$ cat config.mk
export PLATFORM = sky130hd
export DESIGN_NAME = dhct_queue
export DESIGN_NICKNAME = d
export VERILOG_FILES = /design/src/rtl/dhct_pkg.sv /design/src/rtl/dhct_queue.sv
export SDC_FILE = /design/constraint.sdc
export NUM_CORES = 1
export LEC_CHECK = 0
export BUFFER_PORTS_ARGS = -buffer_cell sky130_fd_sc_hd__buf_2
export CORE_ASPECT_RATIO = 1.2
export CORE_MARGIN = 10
export CORE_UTILIZATION = 47
export CTS_BUF_LIST = sky130_fd_sc_hd__clkbuf_16
export CTS_CLUSTER_SIZE = 40
export DETAILED_ROUTE_END_ITERATION = 8
export PLACE_DENSITY = 0.85
export SETUP_SLACK_MARGIN = 0.02
export SKIP_CTS_REPAIR_TIMING = 1
export SLEW_MARGIN = 20
export SYNTH_ARGS = -nofsm -noshare
export SYNTH_HDL_FRONTEND = slang
export SYNTH_SLANG_ARGS = --single-unit
$ cat constraint.sdc
create_clock -name clock -period 3.2 [get_ports clock]
set_clock_uncertainty 0.05 [all_clocks]
set_input_delay 0.32 -clock clock [delete_from_list [all_inputs] [get_ports clock]]
set_output_delay 0.32 -clock clock [all_outputs]
set_load 0.1 [all_outputs]
$ cat src/rtl/dhct_pkg.sv
package dhct_pkg;

   localparam int TABLE_SIZE = 1021;
   localparam int STEP_PRIME = 509;
   localparam int ALT_COUNT  = 4;
   localparam int KEY_BITS   = 64;
   localparam int CNT_BITS   = 32;
   localparam int KEY_BYTES  = KEY_BITS / 8;

   localparam int SLOT_W  = $clog2(TABLE_SIZE);
   localparam int STEP_W  = $clog2(STEP_PRIME + 1);
   localparam int PROBE_W = $clog2(TABLE_SIZE + 1);
   localparam int BYTE_W  = $clog2(KEY_BYTES);

   localparam logic [1:0] ACT_INC    = 2'd0;
   localparam logic [1:0] ACT_INC_ALT = 2'd1;
   localparam logic [1:0] ACT_LOOKUP = 2'd2;
   localparam logic [1:0] ACT_CLEAR  = 2'd3;

   localparam logic [1:0] ST_OK        = 2'd0;
   localparam logic [1:0] ST_FULL      = 2'd1;
   localparam logic [1:0] ST_NOT_FOUND = 2'd2;

   localparam logic [CNT_BITS-1:0] CNT_MAX = '1;

   typedef struct packed {
      logic [1:0]           action;
      logic [KEY_BITS-1:0]  key;
      logic [ALT_COUNT-1:0] alt_mask;
      logic [SLOT_W-1:0]    home;
      logic [STEP_W-1:0]    step;
   } dhct_job_type;

   typedef struct packed {
      logic                                valid;
      logic [KEY_BITS-1:0]                 key;
      logic [CNT_BITS-1:0]                 count;
      logic [ALT_COUNT-1:0][CNT_BITS-1:0]  alt;
   } dhct_slot_type;

   typedef struct packed {
      logic [1:0]                          status;
      logic [CNT_BITS-1:0]                 count;
      logic [ALT_COUNT-1:0][CNT_BITS-1:0]  alt;
   } dhct_result_type;

   // One byte of a remainder: (r * 256 + b) mod m, with r < m < 1024.
   function automatic logic [SLOT_W-1:0] mod_byte(input logic [SLOT_W-1:0] r,
                                                  input logic [7:0] b,
                                                  input logic [SLOT_W-1:0] m);
      logic [SLOT_W+7:0] x;
      logic [SLOT_W+7:0] d;
      x = {r, b};
      for (int k = 7; k >= 0; k--) begin
         d = (SLOT_W + 8)'(m) << k;
         if (x >= d) begin
            x = x - d;
         end
      end
      return x[SLOT_W-1:0];
   endfunction

endpackage

$ cat src/rtl/dhct_queue.sv
module dhct_queue
   import dhct_pkg::*;
(
   input  logic         clock,
   input  logic         reset,
   input  logic         push,
   input  dhct_job_type push_data,
   output logic         full,
   output logic         not_empty,
   input  logic         pop,
   output dhct_job_type pop_data
);

   dhct_job_type entry_ff [2];
   logic         wr_ptr_ff, wr_ptr_in;
   logic         rd_ptr_ff, rd_ptr_in;
   logic [1:0]   fill_ff, fill_in;

   assign full      = (fill_ff == 2'd2);
   assign not_empty = (fill_ff != 2'd0);
   assign pop_data  = entry_ff[rd_ptr_ff];

   always_comb begin
      wr_ptr_in = wr_ptr_ff ^ (push && !full);
      rd_ptr_in = rd_ptr_ff ^ (pop && not_empty);
      fill_in   = fill_ff + 2'(push && !full) - 2'(pop && not_empty);
   end

   always_ff @(posedge clock) begin
      if (reset) begin
         wr_ptr_ff <= 1'b0;
         rd_ptr_ff <= 1'b0;
         fill_ff   <= 2'd0;
      end else begin
         wr_ptr_ff <= wr_ptr_in;
         rd_ptr_ff <= rd_ptr_in;
         fill_ff   <= fill_in;
      end
      if (push && !full) begin
         entry_ff[wr_ptr_ff] <= push_data;
      end
   end

endmodule

==> run_results.csv <==
group,metric,value,unit
clock_tree,cts_tree,"yes",
floorplan,die_y,151,um
global_route,grt.overflow.total,0,
floorplan,std_cell_rows,47,
detailed_routing,routedWlPerCell,19.2,um
setup_path,timing.critical_path.to_type,"primary output",
floorplan,start_util,48.3,%
clock_tree,cts_buffer_depth,2,
placement,gp_congestion,0.712,
synthesis,synth_cell_types,15,
synthesis,syn_area,6700,sq um
global_route,grt_pass1_vias,3765,
detailed_routing,drc,0,
synthesis,postSynthCellCount,300,
timing,hold_viol,0,
final_layout,multi_input_area,1160,sq um
global_route,antenna_found_initial,2,
floorplan,die_w,129,um
final_layout,regArea,5430,sq um
final_layout,areaGrowthSynthToFinish,25.0,%
synthesis,syn_area_per_cell,22.3,sq um
synthesis,synthTopCellsByArea,"edfxtp_1, mux2_2, dfxtp_1",
floorplan,core,13900,sq um
final_layout,layout_common_cells,"buf_2, edfxtp_1, mux2_2, clkbuf_16, inv_1",
synthesis,synth_top_area_cell,"edfxtp_1",
timing,final-setup-viol-count,0,
detailed_routing,detail_route.iter0.violations,175,
timing,relSlewSlack,56.2,%
final_layout,final_common_cell,"buf_2",
run_status,status,"completed",
synthesis,synth_nets,397,
timing,tightest_slew,0.657,ns
global_route,grt_max_degree,51,
job,maxCapViolations,0,
timing,fmax,387,MHz
placement,port_buffers,183,
setup_path,r2r_end,"entry_ff[0][71]",
hold_path,holdPathStages,1,
setup_path,worst-path-buf-inv,2,
synthesis,ys.warnings.count,0,
clock_tree,h-tree-depth,4,
setup_path,path_class,"reg2out",
timing,fin_crit,2.58,ns
clock_tree,insertion_delay,0.42,ns
clock_tree,clock-sinks,182,
detailed_routing,viasPerCell,4.98,
setup_path,r2r_slack,1.09,ns
detailed_routing,dr.pass1.iters,5,
floorplan,ios,184,
final_layout,drive_above_1_share,60.3,%
setup_path,r2r_cells,4,
setup_path,worstPathCellList,"buf_12, mux2_2, buf_2",
setup_path,crit_family,"flip-flops",
synthesis,synth_top_area_share,79.8,%
setup_path,r2r-start,"fill_ff[0]",
detailed_routing,ant_nets,0,
clock_tree,clkTransAtPathRegs,0.06,ns
setup_path,arrival,2.21,ns
global_route,grt_pass1_wl,19900,um
clock_tree,cts_buffers,17,
final_layout,fillerInstances,1025,
setup_path,cp_slowest_cell,"dfxtp_4",
synthesis,ys_seq_area_share,81.0,%
clock_tree,cts_root_buffer,"clkbuf_16",
timing,whs,0.0351,ns
final_layout,layout.nets,592,
setup_path,critPathMaxFanout,50,
detailed_routing,via_count,3389,
hold_path,hold_path_startpoint,"push_data[0]",
timing,rsz0062_at_grt,"false",
setup_path,max_stage_delay,0.71,ns
detailed_routing,wl,13100,um
hold_path,hold_path_class,"in2reg",
synthesis,ys_ff_latch,182,
global_route,grtUsageTotal,13.6,%
timing,timing.final.crit_share,80.7,%
setup_path,startpoint_type,"flip-flop",
floorplan,die_area,19400,sq um
timing,maxSlewViolCount,0,
setup_path,required,2.83,ns
hold_path,hold_end,"entry_ff[1][0]",
placement,dp_hpwl,9170,um
-- state kept, by name (all words and copies together) (netlist names) --
register,count
rd_ptr_ff,1
entry_ff,178
wr_ptr_ff,1
fill_ff,2
-- routing by layer --
metal  track usage, %  part of all wire (%)  vias up
li1                 -                     -     1577
met1             13.6                    36     1657
met2             23.6                    54      134
met5                0                     0        -
met3             5.80                   8.1       21
met4             7.18                   2.0        0
-- logic make-up (layout without fill, tap and decap cells) --
group	count (synthesis)	after routing	share of synthesized area, %
simple gates	9	9	0.691
fa+ha+maj	4	4	0.747
compound gates	1	1	0.112
xor+xnor	1	1	0.336
other cells	0	3	0
buf+inv	13	219	1.96
flops	182	182	81.0
mux	90	90	15.1
-- final cells by class --
type,instances,area share [%]
clock inverter,13,1.72
antenna,3,0.0897
timing repair buffer,186,11.7
inverter,3,0.135
clock buffer,17,5.08
multi-input combinational,105,13.9
sequential,182,64.8
tap,171,2.56
-- stage by stage --
| stage | TNS [ns] | cells | instance area, sq um | util, % | setup slack (ns) |
|---|---|---|---|---|---|
| after floorplan | -8.17 | 300 | 6700 | - | -0.0459 |
| after global placement | 0 | 647 | 7790 | 56.2 | 1.07 |
| after detailed placement | 0 | 647 | 7790 | 56.2 | 1.06 |
| after CTS | 0 | 677 | 8360 | 60.3 | 0.593 |
| after global routing | 0 | 679 | 8370 | 60.3 | 0.516 |
| final | 0 | 680 | 8370 | 60.3 | 0.617 |
-- worst max-delay path by stage --
stage / startpoint / to / slack, ns / depth (start not counted)
3_3_place_gp: rd_ptr_ff / pop_data[47] / 1.07 / 3
3_5_place_dp: rd_ptr_ff / pop_data[45] / 1.06 / 3
4_1_cts: rd_ptr_ff / pop_data[45] / 0.59 / 3
5_1_grt: rd_ptr_ff / pop_data[86] / 0.52 / 3
2_1_floorplan: fill_ff[0] / entry_ff[1][0] / -0.05 / 3
6_report: rd_ptr_ff / pop_data[45] / 0.62 / 3
-- synthesized netlist by cell type, drive strengths merged --
cell type	n
edfxtp	178
mux2	90
buf	7
dfxtp	4
ha	4
clkbuf	3
inv	3
nor2	3
nor2b	2
and2	1
nand2	1
nand2b	1
o21a	1
or2	1
xnor3	1
Power is left out: the tool's default activity adds up to more than one toggle a clock period on the data nets, which glitch-free logic cannot reach.
