<file path="src/rtl/dhct_pkg.sv">
package dhct_pkg;

   localparam int TABLE_SIZE = 1021;
   localparam int STEP_PRIME = 509;
   localparam int ALT_COUNT  = 4;
   localparam int KEY_BITS   = 64;
   localparam int CNT_BITS   = 32;
   localparam int KEY_BYTES  = KEY_BITS / 8;

   localparam int SLOT_W  = $clog2(TABLE_SIZE);
   localparam int STEP_W  = $clog2(STEP_PRIME + 1);
   localparam int PROBE_W = $clog2(TABLE_SIZE + 1);
   localparam int BYTE_W  = $clog2(KEY_BYTES);

   localparam logic [1:0] ACT_INC    = 2'd0;
   localparam logic [1:0] ACT_INC_ALT = 2'd1;
   localparam logic [1:0] ACT_LOOKUP = 2'd2;
   localparam logic [1:0] ACT_CLEAR  = 2'd3;

   localparam logic [1:0] ST_OK        = 2'd0;
   localparam logic [1:0] ST_FULL      = 2'd1;
   localparam logic [1:0] ST_NOT_FOUND = 2'd2;

   localparam logic [CNT_BITS-1:0] CNT_MAX = '1;

   typedef struct packed {
      logic [1:0]           action;
      logic [KEY_BITS-1:0]  key;
      logic [ALT_COUNT-1:0] alt_mask;
      logic [SLOT_W-1:0]    home;
      logic [STEP_W-1:0]    step;
   } dhct_job_type;

   typedef struct packed {
      logic                                valid;
      logic [KEY_BITS-1:0]                 key;
      logic [CNT_BITS-1:0]                 count;
      logic [ALT_COUNT-1:0][CNT_BITS-1:0]  alt;
   } dhct_slot_type;

   typedef struct packed {
      logic [1:0]                          status;
      logic [CNT_BITS-1:0]                 count;
      logic [ALT_COUNT-1:0][CNT_BITS-1:0]  alt;
   } dhct_result_type;

   // One byte of a remainder: (r * 256 + b) mod m, with r < m < 1024.
   function automatic logic [SLOT_W-1:0] mod_byte(input logic [SLOT_W-1:0] r,
                                                  input logic [7:0] b,
                                                  input logic [SLOT_W-1:0] m);
      logic [SLOT_W+7:0] x;
      logic [SLOT_W+7:0] d;
      x = {r, b};
      for (int k = 7; k >= 0; k--) begin
         d = (SLOT_W + 8)'(m) << k;
         if (x >= d) begin
            x = x - d;
         end
      end
      return x[SLOT_W-1:0];
   endfunction

endpackage

</file>
<file path="src/rtl/dhct_front.sv">
module dhct_front
   import dhct_pkg::*;
(
   input  logic                 clock,
   input  logic                 reset,
   input  logic                 req_valid,
   output logic                 req_ready,
   input  logic [1:0]           req_action,
   input  logic [KEY_BITS-1:0]  req_key,
   input  logic [3:0]           req_alt_mask,
   input  logic                 clearing,
   input  logic                 q_full,
   output logic                 q_push,
   output dhct_job_type         q_data
);

   localparam logic [1:0] F_IDLE = 2'd0;
   localparam logic [1:0] F_CALC = 2'd1;
   localparam logic [1:0] F_PUSH = 2'd2;

   logic [1:0]          state_ff, state_in;
   logic [BYTE_W-1:0]   cnt_ff, cnt_in;
   logic [KEY_BITS-1:0] shift_ff, shift_in;
   logic [SLOT_W-1:0]   home_ff, home_in;
   logic [SLOT_W-1:0]   srem_ff, srem_in;
   dhct_job_type        job_ff, job_in;

   assign req_ready = (state_ff == F_IDLE) && !clearing;

   always_comb begin
      state_in = state_ff;
      cnt_in   = cnt_ff;
      shift_in = shift_ff;
      home_in  = home_ff;
      srem_in  = srem_ff;
      job_in   = job_ff;
      q_push   = 1'b0;
      q_data   = job_ff;
      q_data.home = home_ff;
      q_data.step = STEP_W'(STEP_PRIME) - srem_ff[STEP_W-1:0];
      unique case (state_ff)
         F_IDLE: begin
            if (req_valid && req_ready) begin
               job_in.action   = req_action;
               job_in.key      = req_key;
               job_in.alt_mask = req_alt_mask[ALT_COUNT-1:0];
               shift_in = req_key;
               home_in  = '0;
               srem_in  = '0;
               cnt_in   = '0;
               state_in = F_CALC;
            end
         end
         F_CALC: begin
            // consume the key most significant byte first
            home_in  = mod_byte(home_ff, shift_ff[KEY_BITS-1 -: 8], SLOT_W'(TABLE_SIZE));
            srem_in  = mod_byte(srem_ff, shift_ff[KEY_BITS-1 -: 8], SLOT_W'(STEP_PRIME));
            shift_in = shift_ff << 8;
            cnt_in   = cnt_ff + 1'b1;
            if (cnt_ff == BYTE_W'(KEY_BYTES - 1)) begin
               state_in = F_PUSH;
            end
         end
         F_PUSH: begin
            if (!q_full) begin
               q_push   = 1'b1;
               state_in = F_IDLE;
            end
         end
         default: state_in = F_IDLE;
      endcase
   end

   always_ff @(posedge clock) begin
      if (reset) begin
         state_ff <= F_IDLE;
      end else begin
         state_ff <= state_in;
      end
      cnt_ff   <= cnt_in;
      shift_ff <= shift_in;
      home_ff  <= home_in;
      srem_ff  <= srem_in;
      job_ff   <= job_in;
   end

endmodule

</file>
<file path="config.mk">
export PLATFORM = sky130hd
export DESIGN_NAME = dhct_front
export DESIGN_NICKNAME = d
export VERILOG_FILES = /design/src/rtl/dhct_pkg.sv /design/src/rtl/dhct_front.sv
export SDC_FILE = /design/constraint.sdc
export NUM_CORES = 1
export LEC_CHECK = 0
export ABC_AREA = 1
export BUFFER_PORTS_ARGS = -buffer_cell sky130_fd_sc_hd__buf_2
export CORE_MARGIN = 2
export CORE_UTILIZATION = 55
export CTS_CLUSTER_DIAMETER = 120
export DETAILED_ROUTE_END_ITERATION = 16
export PLACE_DENSITY = 0.91
export SYNTH_ARGS = -nofsm -noshare
export SYNTH_HDL_FRONTEND = slang
export SYNTH_SLANG_ARGS = --single-unit
</file>
<file path="constraint.sdc">
create_clock -name clock -period 8.9 [get_ports clock]
set_clock_uncertainty 0.05 [all_clocks]
set_input_delay 0.89 -clock clock [delete_from_list [all_inputs] [get_ports clock]]
set_output_delay 0.89 -clock clock [all_outputs]
set_load 0.05 [all_outputs]
</file>
==> impl_results.md <==
* Run status: complete, no violations
* Leading area contributor after synthesis: sky130_fd_sc_hd__edfxtp_1
* Die span in x at 163 µm
* Floorplan core area at 25000 µm²
* Antenna violations before repair at 1
* Vert. Die Dim at 163 µm
* Fraction of the cycle the final worst path needs at 95.9%
* Highest clock frequency the design can meet at 117 MHz
* Wire length of the first global-routing pass at 62800 µm
* Clock slew at the register clock pins of the worst setup and hold paths at 0.07 ns
* Post-synthesis instance area at 13900 µm²
* Met2 wire length at 20700 µm
* Most area-consuming cells after synthesis: sky130_fd_sc_hd__edfxtp_1, sky130_fd_sc_hd__nand2_1, sky130_fd_sc_hd__nand3_1
* Die ar. at 26600 µm²
* Number of iterations in the first detailed-routing pass at 6
* Most numerous cell in the Yosys netlist: sky130_fd_sc_hd__nand2_1
* Number of DRC violations after detailed routing at 0
* Yosys warns at 0
* Arrival time of data at the critical path endpoint at 8.73 ns
* Type of the worst setup path: reg -> reg
* CTS Buf Count at 17
* Initial Utilization at 55.6%
* Syn avg cell area at 6.90 µm²
* Final slew viol count at 0
* Area share of the largest cell type after synthesis at 33.9%
* Length of routed wiring on met1 at 16200 µm
* Crit path launch type: register
* Highest Signal Layer: met4
* Share of post-route cells with drive strength above 1 at 28.0%
* Sequential fraction of the synthesis area at 34.2%
* Max Buffers Root-to-Sink at 2
* Iter 0 DRT Violations at 1155
* Async SR Flop Fraction at 0%
* Shortest clock period the worst path allows after layout at 8.53 ns
* Clock sink count at 159
* Clock tree from TritonCTS: built
* Synth unique cells at 49
* Filler cells at 1893
* Most used flip-flop cell after synthesis: sky130_fd_sc_hd__edfxtp_1
* Pin slew with the least headroom to its limit at 1.00 ns
* Estimated wirelength of the detail-placed design at 30000 µm
* Clock latency on the worst-skew pair at 0.43 ns
* Master cell of the clock root buffer: sky130_fd_sc_hd__clkbuf_16
* Stage delay of the slowest cell on the critical path at 0.43 ns
* H-Tree Depth at 4
* Relative slew slack at 33.2%
* Via count at 14.6k
* Most used standard cells in the synthesized netlist: sky130_fd_sc_hd__nand2_1, sky130_fd_sc_hd__inv_1, sky130_fd_sc_hd__nand3_1
* Kind of cell adding the most delay to the critical path: simple AND/OR/NAND/NOR gates
* Final weighted congestion of routability-driven global placement at 0.971
* Final Hold Viols at 0
* GRT Total Usage at 29.6%
* Slowest-stage cell, CP: sky130_fd_sc_hd__edfxtp_1
* Via density at 5.50
* Largest net degree at the start of global routing at 77
* Number of nets still failing antenna checks after routing at 0
* Final count of negative-setup-slack endpoints at 0
* Worst min-delay path category: reg -> reg
* Met3 WL at 3870 µm
* Vias in the first global route at 13.3k
* Critical Path Most Common Cell: sky130_fd_sc_hd__nand2_1
* Count of flip-flops with a built-in enable after synthesis at 157
* Number of nets in the layout at 2409
* Register area at 4750 µm²
* Layout Cells excl Fill at 2652
* Syn Inst Count at 2015
* Area of the multi-input gates at 8570 µm²
* Sum of buffers and inverters on the critical path at 12
* Critical Path Fanout Max at 10
* Element type at the critical path end: register
* Total I/O pin count at 166
* Detail-routed net length per standard cell at 16.0 µm
* Count of max-cap constraint violations at 0
* Grt total ovfl at 0
* Total wirelength of the detailed-routed design at 42500 µm
* Required time at the endpoint of the critical path at 9.10 ns
* Placement Rows at 58
* Placed cells at 2542
* P&R area growth vs syn at 24.3%
* Net count after synthesis at 2115
* Post-CTS Hold Buffers at 0
* Port-buffer cells at 165
* Number of flip-flops and latches in the synthesized netlist at 159
-- final cells by class --
class                      instances  share of cell area, %
antenna                            1                 0.0145
clock buffer                      17                   2.46
clock inverter                    14                   1.30
inverter                         256                   5.61
multi-input combinational       1570                   49.6
sequential                       159                   27.5
tap                              330                   2.39
timing repair buffer             305                   11.2
-- flip-flops by register name, indices dropped and copies added, names as in the netlist --
register / flops
home_ff: 10
q_data: 70
shift_ff: 64
cnt_ff: 3
srem_ff: 10
state_ff: 2
-- cells by family (layout without fill, tap and decap cells) --
group	Yosys count	count (layout)	synth area share [%]
DFF	159	159	34.2
AOI/OAI and AO/OA	89	89	3.72
adders and majority gates	25	25	2.25
buffers and inverters	293	592	9.08
and+or+nand+nor	1363	1370	45.4
xor gates and xnor gates	86	86	5.42
other	0	1	0
-- what timing repair did --
action                                  in CTS  in global routing
pin swaps                                    2                 61
buffers inserted                             2                 69
resized for setup                            8                148
endpoints found under the setup margin      20                 20
cloned                                       0                  7
-- worst reg2reg max path: cells and delay by family (launching register included) --
family	cells	cell delay [ns]
AO/OA/AOI/OAI	3	0.55
buffers and inverters	12	1.49
adder cells (fa/ha/maj)	2	0.30
AND/OR/NAND/NOR	46	5.59
flip-flops	1	0.43
-- worst paths after layout --
kind	start	end	slack, ns	cells past startpoint
setup / recovery	shift_ff[58]	home_ff[7]	0.37	63
hold / removal	shift_ff[48]	shift_ff[56]	0.47	2
setup reg to reg	shift_ff[58]	home_ff[7]	0.37	63
hold reg to reg	shift_ff[48]	shift_ff[56]	0.47	2
-- cells in the final DEF (no fill, tap or decap), drive strengths merged --
cell      synthesis  layout
clkinv            2       6
a21boi            1       1
nor4              1       1
clkinvlp          0       1
nand3           219     222
nand3b           15      15
o31ai             1       1
ha               25      25
nand2           832     836
and2              2       2
diode             0       1
xor2             76      76
a21oi            30      30
o211ai            2       2
o21bai            1       1
bufinv            0       4
nor2            223     223
and3              1       1
dfxtp             2       2
edfxtp          157     157
or2               3       3
nor3b             2       2
nor3             19      19
nand4            46      46
a31oi             1       1
a21o              1       1
clkbuf           14      18
inv             254     259
o21ai            52      52
xnor2            10      10
buf              23     304
-- per-layer routing --
metal	global-route usage (%)	up-vias
li1	-	7025
met1	36.4	6613
met2	51.1	815
met3	5.54	139
met4	12.3	0
met5	0	-
-- per-stage QoR --
| stage | util (%) | TNS [ns] | setup slack (ns) | instance area, µm² | hold WS (ns) |
|---|---|---|---|---|---|
| 4_1_cts | 64.4 | 0 | 0.0612 | 16100 | 0.466 |
| 3_3_place_gp | 61.5 | 0 | 0.165 | 15400 | 0.448 |
| 3_5_place_dp | 61.5 | -2.58 | -0.225 | 15400 | 0.451 |
| 6_report | 69.0 | 0 | 0.369 | 17300 | 0.466 |
| 2_1_floorplan | - | 0 | 0.0189 | 13900 | 0.432 |
| 5_1_grt | 69.0 | -2.85 | -0.199 | 17300 | 0.492 |
Power is not shown: default switching activity piles up to over one toggle a cycle in this logic, so the estimate is an artifact.
